## src/rtl/core/sfd_pkg.sv

```systemverilog
// Shared constants for the serial frame deframer and checker.
package sfd_pkg;

    // Result error codes
    localparam logic [2:0] ERR_OK        = 3'd0;
    localparam logic [2:0] ERR_SHORT     = 3'd1;
    localparam logic [2:0] ERR_RECEIVER  = 3'd2;
    localparam logic [2:0] ERR_VERSION   = 3'd3;
    localparam logic [2:0] ERR_LENGTH    = 3'd4;
    localparam logic [2:0] ERR_CHECK     = 3'd5;

    // CRC-16/CCITT-FALSE
    localparam logic [15:0] CRC_INIT     = 16'hFFFF;
    localparam logic [15:0] CRC_POLY     = 16'h1021;

    // Framing
    localparam logic [7:0] ADDR_MAX      = 8'd127;
    localparam logic [7:0] V0_LEN        = 8'd7;
    localparam logic [7:0] V1_LEN        = 8'd9;
    localparam logic [7:0] MIN_LEN       = 8'd4;
    localparam logic [6:0] VER_PARITY    = 7'd0;
    localparam logic [6:0] VER_CRC       = 7'd1;

    // Commands whose value carries hundredths in the low byte
    localparam logic [7:0] CMD_HUMID     = 8'h68;  // 'h'
    localparam logic [7:0] CMD_TEMP      = 8'h74;  // 't'
    localparam logic [7:0] CMD_SET       = 8'h73;  // 's'

endpackage

```

## src/rtl/core/sfd_crc_step.sv

```systemverilog
// One-byte update of a CRC-16/CCITT-FALSE accumulator, MSB first.
module sfd_crc_step (
    input  logic [15:0] i_crc,
    input  logic [7:0]  i_byte,
    output logic [15:0] o_crc
);
    import sfd_pkg::*;

    always_comb begin
        logic [15:0] v_crc;
        v_crc = i_crc ^ {i_byte, 8'h00};
        for (int i = 0; i < 8; i++) begin
            if (v_crc[15]) begin
                v_crc = {v_crc[14:0], 1'b0} ^ CRC_POLY;
            end else begin
                v_crc = {v_crc[14:0], 1'b0};
            end
        end
        o_crc = v_crc;
    end

endmodule

```

## src/rtl/core/serial_frame_deframer_checker_top.sv

```systemverilog
// Top level: byte-stream deframer with parity / CRC-16 frame check.
// Pipeline: a word in the input register is processed once the result slot is free;
//   its result, if any, goes to o_valid (two register stages: input, result).
// Throughput: one byte per cycle; o_stall rises only while a result is held by i_stall.
// Reset: synchronous, active low; hunts for a start byte, accumulators at init values.
// The parity and 8-step CRC byte update lie between the two registers.
module serial_frame_deframer_checker_top (
    input  logic        i_clk,
    input  logic        i_rst_n,
    // input channel
    input  logic        i_valid,
    output logic        o_stall,
    input  logic [7:0]  i_data_byte,
    input  logic        i_end_of_buffer,
    // result channel
    output logic        o_valid,
    input  logic        i_stall,
    output logic [2:0]  o_error_code,
    output logic [6:0]  o_sender_address,
    output logic [7:0]  o_receiver_address,
    output logic        o_reply_flag,
    output logic [6:0]  o_frame_version,
    output logic [7:0]  o_command_char,
    output logic [15:0] o_value_word,
    output logic        o_decimal_value,
    output logic [15:0] o_received_check,
    output logic [7:0]  o_frame_length
);
    import sfd_pkg::*;

    typedef enum logic [1:0] {
        PH_HUNT,
        PH_FRAME,
        PH_SKIP
    } t_phase;

    typedef struct packed {
        logic [2:0]  error_code;
        logic [6:0]  sender;
        logic [7:0]  receiver;
        logic        reply;
        logic [6:0]  version;
        logic [7:0]  command;
        logic [15:0] value;
        logic        decimal;
        logic [15:0] check;
        logic [7:0]  length;
    } t_result;

    // ---------------- input register ----------------
    logic        r_in_valid;
    logic [7:0]  r_in_byte;
    logic        r_in_last;

    // ---------------- frame state ----------------
    t_phase      r_phase, n_phase;
    logic [7:0]  r_pos, n_pos;
    logic [7:0]  r_skip, n_skip;
    logic [6:0]  r_sender, n_sender;
    logic [7:0]  r_receiver, n_receiver;
    logic [7:0]  r_flags, n_flags;
    logic [7:0]  r_length, n_length;
    logic [7:0]  r_command, n_command;
    logic [15:0] r_value, n_value;
    logic [7:0]  r_parity, n_parity;
    logic [15:0] r_crc, n_crc;
    logic [7:0]  r_crc_low, n_crc_low;

    // ---------------- result register ----------------
    logic        r_out_valid;
    t_result     r_out;

    // Step logic outputs
    logic        res_valid;
    t_result     res;
    logic [15:0] crc_seed, crc_next;
    logic        advance;

    // The stage moves whenever the result slot is free or being emptied.
    assign advance = !r_out_valid || !i_stall;
    assign o_stall = r_in_valid && !advance;

    // CRC seed is the init value on a start byte, else the running sum.
    assign crc_seed = (r_phase == PH_HUNT) ? CRC_INIT : r_crc;

    sfd_crc_step u_crc (
        .i_crc  (crc_seed),
        .i_byte (r_in_byte),
        .o_crc  (crc_next)
    );

    always_comb begin
        logic [7:0]  b;
        logic [6:0]  ver;
        logic [7:0]  pos;
        logic [15:0] rx;
        b   = r_in_byte;
        ver = r_flags[7:1];
        pos = r_pos;
        rx  = {b, r_crc_low};

        n_phase    = r_phase;
        n_pos      = r_pos;
        n_skip     = r_skip;
        n_sender   = r_sender;
        n_receiver = r_receiver;
        n_flags    = r_flags;
        n_length   = r_length;
        n_command  = r_command;
        n_value    = r_value;
        n_parity   = r_parity;
        n_crc      = r_crc;
        n_crc_low  = r_crc_low;
        res_valid  = 1'b0;
        res        = '0;

        case (r_phase)
            PH_SKIP: begin
                if (r_skip != 8'd0) begin
                    n_skip = r_skip - 8'd1;
                end
                if (n_skip == 8'd0) begin
                    n_phase = PH_HUNT;
                end
            end
            PH_HUNT: begin
                // start byte: anything but noise (zero or above 127)
                if (b != 8'd0 && b <= ADDR_MAX) begin
                    n_phase    = PH_FRAME;
                    n_pos      = 8'd1;
                    n_sender   = b[6:0];
                    n_receiver = '0;
                    n_flags    = '0;
                    n_length   = '0;
                    n_command  = '0;
                    n_value    = '0;
                    n_crc_low  = '0;
                    n_parity   = b;
                    n_crc      = crc_next;
                end
            end
            PH_FRAME: begin
                if (r_pos != 8'hFF) begin
                    pos = r_pos + 8'd1;
                end
                n_pos = pos;
                if (pos == 8'd2) begin
                    n_receiver = b;
                end else if (pos == 8'd3) begin
                    n_flags = b;
                    ver     = b[7:1];
                    if (ver != VER_CRC) begin
                        if (r_receiver > ADDR_MAX) begin
                            res_valid      = 1'b1;
                            res.error_code = ERR_RECEIVER;
                            n_skip         = V0_LEN - pos;
                            n_phase        = PH_SKIP;
                        end else if (ver != VER_PARITY) begin
                            res_valid      = 1'b1;
                            res.error_code = ERR_VERSION;
                            n_skip         = V0_LEN - pos;
                            n_phase        = PH_SKIP;
                        end
                    end
                end else if (ver == VER_PARITY) begin
                    if (pos == 8'd4) begin
                        n_command = b;
                    end else if (pos == 8'd5) begin
                        n_value = {b, 8'h00};
                    end else if (pos == 8'd6) begin
                        n_value = {r_value[15:8], b};
                    end else begin
                        res_valid = 1'b1;
                        n_phase   = PH_HUNT;
                        if (b == r_parity) begin
                            res.error_code = ERR_OK;
                            res.sender     = r_sender;
                            res.receiver   = r_receiver;
                            res.reply      = r_flags[0];
                            res.version    = r_flags[7:1];
                            res.command    = r_command;
                            res.value      = r_value;
                            res.decimal    = (r_command inside {CMD_HUMID, CMD_TEMP, CMD_SET});
                            res.check      = {8'h00, b};
                            res.length     = V0_LEN;
                        end else begin
                            res.error_code = ERR_CHECK;
                        end
                    end
                end else begin
                    if (pos == 8'd4) begin
                        n_length = b;
                        if (r_receiver > ADDR_MAX) begin
                            res_valid      = 1'b1;
                            res.error_code = ERR_RECEIVER;
                            if (b > pos) begin
                                n_skip  = b - pos;
                                n_phase = PH_SKIP;
                            end else begin
                                n_skip  = 8'd0;
                                n_phase = PH_HUNT;
                            end
                        end else if (b <= MIN_LEN) begin
                            res_valid      = 1'b1;
                            res.error_code = ERR_LENGTH;
                            n_phase        = PH_HUNT;
                        end
                    end else if (r_length != V1_LEN) begin
                        // wrong length: report once the declared length is reached
                        if (pos >= r_length) begin
                            res_valid      = 1'b1;
                            res.error_code = ERR_LENGTH;
                            n_phase        = PH_HUNT;
                        end
                    end else if (pos == 8'd5) begin
                        n_command = b;
                    end else if (pos == 8'd6) begin
                        n_value = {b, 8'h00};
                    end else if (pos == 8'd7) begin
                        n_value = {r_value[15:8], b};
                    end else if (pos == 8'd8) begin
                        n_crc_low = b;
                    end else begin
                        res_valid = 1'b1;
                        n_phase   = PH_HUNT;
                        if (rx == r_crc) begin
                            res.error_code = ERR_OK;
                            res.sender     = r_sender;
                            res.receiver   = r_receiver;
                            res.reply      = r_flags[0];
                            res.version    = r_flags[7:1];
                            res.command    = r_command;
                            res.value      = r_value;
                            res.decimal    = (r_command inside {CMD_HUMID, CMD_TEMP, CMD_SET});
                            res.check      = rx;
                            res.length     = V1_LEN;
                        end else begin
                            res.error_code = ERR_CHECK;
                        end
                    end
                end
                // accumulators cover the bytes ahead of the check field
                if (pos <= 8'd6) begin
                    n_parity = r_parity ^ b;
                end
                if (pos <= 8'd7) begin
                    n_crc = crc_next;
                end
            end
            default: begin
                n_phase = PH_HUNT;
            end
        endcase

        // Last byte of a buffer closes any open frame.
        if (r_in_last) begin
            if (!res_valid && n_phase == PH_FRAME) begin
                res_valid      = 1'b1;
                res            = '0;
                res.error_code = ERR_SHORT;
            end
            n_phase = PH_HUNT;
            n_skip  = 8'd0;
            n_pos   = 8'd0;
        end else if (n_phase == PH_HUNT) begin
            n_pos = 8'd0;
        end
    end

    // Input register
    always_ff @(posedge i_clk) begin
        if (!i_rst_n) begin
            r_in_valid <= 1'b0;
        end else if (!o_stall) begin
            r_in_valid <= i_valid;
        end
        if (i_valid && !o_stall) begin
            r_in_byte <= i_data_byte;
            r_in_last <= i_end_of_buffer;
        end
    end

    // Frame state
    always_ff @(posedge i_clk) begin
        if (!i_rst_n) begin
            r_phase    <= PH_HUNT;
            r_pos      <= '0;
            r_skip     <= '0;
            r_sender   <= '0;
            r_receiver <= '0;
            r_flags    <= '0;
            r_length   <= '0;
            r_command  <= '0;
            r_value    <= '0;
            r_parity   <= '0;
            r_crc      <= CRC_INIT;
            r_crc_low  <= '0;
        end else if (r_in_valid && advance) begin
            r_phase    <= n_phase;
            r_pos      <= n_pos;
            r_skip     <= n_skip;
            r_sender   <= n_sender;
            r_receiver <= n_receiver;
            r_flags    <= n_flags;
            r_length   <= n_length;
            r_command  <= n_command;
            r_value    <= n_value;
            r_parity   <= n_parity;
            r_crc      <= n_crc;
            r_crc_low  <= n_crc_low;
        end
    end

    // Result register
    always_ff @(posedge i_clk) begin
        if (!i_rst_n) begin
            r_out_valid <= 1'b0;
        end else if (advance) begin
            r_out_valid <= r_in_valid && res_valid;
        end
        if (advance && r_in_valid && res_valid) begin
            r_out <= res;
        end
    end

    assign o_valid            = r_out_valid;
    assign o_error_code       = r_out.error_code;
    assign o_sender_address   = r_out.sender;
    assign o_receiver_address = r_out.receiver;
    assign o_reply_flag       = r_out.reply;
    assign o_frame_version    = r_out.version;
    assign o_command_char     = r_out.command;
    assign o_value_word       = r_out.value;
    assign o_decimal_value    = r_out.decimal;
    assign o_received_check   = r_out.check;
    assign o_frame_length     = r_out.length;

endmodule

```

## config.mk

```make
export PLATFORM = sky130hd
export DESIGN_NAME = serial_frame_deframer_checker_top
export DESIGN_NICKNAME = d
export VERILOG_FILES = /design/src/rtl/core/sfd_pkg.sv /design/src/rtl/core/sfd_crc_step.sv /design/src/rtl/core/serial_frame_deframer_checker_top.sv
export SDC_FILE = /design/constraint.sdc
export NUM_CORES = 1
export LEC_CHECK = 0
export BUFFER_PORTS_ARGS = -buffer_cell sky130_fd_sc_hd__buf_2
export CORE_AREA = 2 2 136 191
export DETAILED_ROUTE_END_ITERATION = 12
export DIE_AREA = 0 0 138 193
export HOLD_SLACK_MARGIN = 0.03
export PLACE_DENSITY = 0.68
export SLEW_MARGIN = 5
export SYNTH_ARGS = -nofsm -noshare
export SYNTH_HDL_FRONTEND = slang
export SYNTH_SLANG_ARGS = --single-unit
```

## constraint.sdc

```tcl
create_clock -name i_clk -period 6.7 [get_ports i_clk]
set_input_delay 1.005 -clock i_clk [delete_from_list [all_inputs] [get_ports i_clk]]
set_output_delay 1.005 -clock i_clk [all_outputs]
set_load 0.1 [all_outputs]
```

==> flow_summary.yaml <==
logic_synthesis:
  synth_area_mm2: 0.009866
  syn_inst: 1033
  synth_cell_types: 93
  yosysSeqAreaShare: 0.4576
  synthFlopType: "dfxtp_1"
  avgSynthCellArea_um2: 9.551
  yosys_warnings: 0
  async_flop_share: 0
  synth_edf_count: 79
  ys_ff_latch: 186
sta:
  rsz0062_at_grt: "false"
  finalCritPeriodShare: 0.7277
  finalHoldViolCount: 0
  setup_viol: 0
  skew_ps: 11.18
  final_max_slew_viol_count: 0
  worst_slew_pin_slew_ps: 1183
  relSlewSlack: 0.2047
  tns_ps: 0
  period_needed_ps: 4875
  finalWorstSetupSlack_ps: 1825
  clock.fmax_mhz: 205.1
global_route:
  antenna_found_initial: 0
  grt_pass1_wl_um: 42190
  grt_pass1_vias: 7600
  grt_overflow: 0
  busiest_layer: "met2"
  use_met3: 0.03235
  grt_max_degree: 71
  use_met1: 0.2335
  grtUsageMet2: 0.3534
  grt_usage: 0.2046
floorplan:
  die_x_um: 138
  core_area_mm2: 0.02504
  die_area_mm2: 0.02663
  rows: 69
  die_h_um: 193
  initial_core_util: 0.3941
  top_level_ports: 90
clock_network:
  cts-root-buf: "clkbuf_16"
  cts_tree: "done"
  post_cts_buffers: 0
  clk-insertion-delay-late_ps: 450
  clock-sinks: 186
  cts-resized-gates: 0
  ctsHoldBuffers: 0
  cts_buffer_depth: 2
  ctsHtreeMaxLevel: 4
  cts_made_buffers: 17
  cts.clk_slew.worst_paths_ps: 70
route:
  firstDrtPassIters: 5
  avgViaCountPerCell: 5.631
  wl_um: 27080
  vias: 7929
  drc: 0
  postRouteAntennaNets: 0
  drt_iter0_markers: 676
  wl_per_cell_um: 19.23
critical_path:
  cp_cell_sequence: "ha_1 > and3_1 > nand3_1 > o21a_1 > inv_1 > ha_1 > nor2b_1 > nand3_1 > a211o_1 > nor2_2 > nor4_1 > a31oi_1 > a31oi_4 > nor2_1 > o21a_4"
  crit_path_start_kind: "flop"
  reg2reg_depth: 15
  crit_path_end_kind: "flop"
  cp_max_fo: 70
  cp_num_buf_inv: 1
  slowest_stage: "o21a_4"
  critical_path.top_delay_family: "compound AO/OA/AOI/OAI gates"
  slowest_delay_ps: 770
  critical_path_class: "reg -> reg"
  crit_arrival_ps: 4950
  r2r_start: "r_pos[0]$_SDFFE_PN0P_"
  r2r_slack_ps: 1820
  reg2reg_to: "o_value_word[15]$_DFFE_PP_"
  cp_data_required_time_ps: 6770
power:
  p_per_area_mw_per_mm2: 235.5
  comb_power_share: 0.112
  p_seq_frac: 0.471
  ir_worst_vdd_mv: 0.2431
  power_frac_clock: 0.417
  p_leak_nw: 4.027
  power_mw: 2.607
  swShare: 0.2865
  p_switching_uw: 746.8
  power.internal_mw: 1.860
min_path:
  hold_class: "reg -> reg"
  hold_depth: 2
  whs_endpoint: "r_value[3]$_SDFFE_PN0P_"
  hp-start: "r_value[3]$_SDFFE_PN0P_"
final_layout:
  multi_input_area_mm2: 0.004920
  final_cells: 1408
  final_common_cell: "nor2_1"
  antenna_cells: 0
  fillers: 2413
  area_growth_pct: 12.21
  drive_gt1_frac: 0.1497
  layout.nets: 1104
  ff_latch_area_mm2: 0.004514
  final_area_mm2: 0.01107
  final_cell_mix: "128 x nor2_1, 107 x dfxtp_1, 85 x buf_2"
placement:
  placed_cells: 1376
  dp_hpwl_um: 19360
  dpl_cell_area_mm2: 0.01043
  place_congestion: 0.9651
  dp_worst_setup_slack_ps: 1861
  io_buffer_count: 85
outcome:
  outcome: "finished, final reports clean"
flow_run:
  maxCapViolations: 0
worst min-delay path: stages (launching register included):
cell and delay [ps]:
dfxtp_1 310, nand2_1 50, a21oi_1 50
cell type report:
cell class | count | share of cell area
clock buffer | 17 | 0.03843
clock inverter | 15 | 0.01955
inverter | 27 | 0.009268
multi-input combinational | 750 | 0.4444
sequential | 186 | 0.4078
tap | 319 | 0.03605
timing repair buffer | 94 | 0.04453
how the worst max path moves through the flow:
stage,from,end,slack [ps],depth (start not counted)
CTS,r_pos[0]$_SDFFE_PN0P_,o_value_word[8]$_DFFE_PP_,1840,15
finish,r_pos[0]$_SDFFE_PN0P_,o_value_word[15]$_DFFE_PP_,1820,15
floorplan,r_pos[0]$_SDFFE_PN0P_,o_command_char[0]$_DFFE_PP_,1840,13
global route,r_pos[0]$_SDFFE_PN0P_,o_value_word[15]$_DFFE_PP_,1480,15
global placement,r_pos[0]$_SDFFE_PN0P_,o_value_word[8]$_DFFE_PP_,2040,15
detailed placement,r_pos[0]$_SDFFE_PN0P_,o_value_word[8]$_DFFE_PP_,1860,15
flip-flops by register name, indices dropped and copies added, names as in the netlist, 8 cells and up:
signal	cells
r_parity	8
r_length	8
o_receiver_address	8
r_flags	8
r_command	8
r_value	16
r_pos	8
o_command_char	8
r_receiver	8
r_crc_low	8
o_received_check	16
r_crc	16
r_skip	8
o_value_word	16
r_in_byte	8
cells in the mapped netlist, types with 4 or more instances:
library cell,n,area [µm²]
nor4_1,9,56.30
o32ai_1,5,43.79
buf_2,22,110.1
a21oi_2,4,35.03
xor2_1,19,166.4
o31ai_1,4,30.03
nor3_1,12,60.06
ha_1,14,175.2
nand4_1,11,68.82
o21bai_1,5,37.54
edfxtp_1,79,2372
buf_4,8,60.06
and3_1,7,43.79
nor2_1,129,484.2
a21oi_1,56,280.3
maj3_1,4,40.04
inv_1,25,93.84
a22o_1,14,122.6
nand3b_1,4,30.03
nor2b_1,56,350.3
nand3_1,18,90.09
a211oi_1,6,45.04
a221o_1,4,40.04
mux2i_1,55,550.5
nand2_1,80,300.3
o21ai_1,9,45.04
clkbuf_1,34,127.6
o21a_1,4,30.03
or3_1,12,75.07
a21o_1,7,52.55
buf_1,5,18.77
a211o_1,5,43.79
o211ai_1,18,135.1
o21ai_0,23,115.1
and2_1,12,75.07
xnor2_1,53,464.2
dfxtp_1,107,2142
nand2b_1,10,62.56
a31oi_1,4,25.02
cells by family (layout without fill, tap and decap cells):
logic type	Yosys count	after routing	share of synthesized area
xor+xnor	72	72	0.06392
other cells	1	4	0.0003801
fa+ha+maj	19	19	0.02384
flops	186	186	0.4576
simple gates	396	396	0.2071
buf+inv	100	153	0.04642
mux	56	56	0.05694
compound gates	203	203	0.1438
power by group through the flow:
stage,clock network [mW],registers (mW),logic [mW]
final,1.09,1.23,0.292
after global routing,1.14,1.23,0.312
after CTS,1.11,1.23,0.292
after detailed placement,0,1.25,0.290
after global placement,0,1.25,0.288
after floorplan,0,1.33,0.159
per-stage QoR:
stage	hold slack, ps	utilization
after global routing	472.9	0.4422
after CTS	448.9	0.4422
after global placement	435.8	0.4165
final	447.4	0.4422
after detailed placement	438.8	0.4165
after floorplan	427.3	-
per-layer routing:
layer | vias up | wire length (µm)
met5 | - | 0
met4 | 0 | 1699
met3 | 93 | 1225
met2 | 293 | 13230
met1 | 3797 | 10920
li1 | 3746 | -
(Power assumes the default switching activity.)
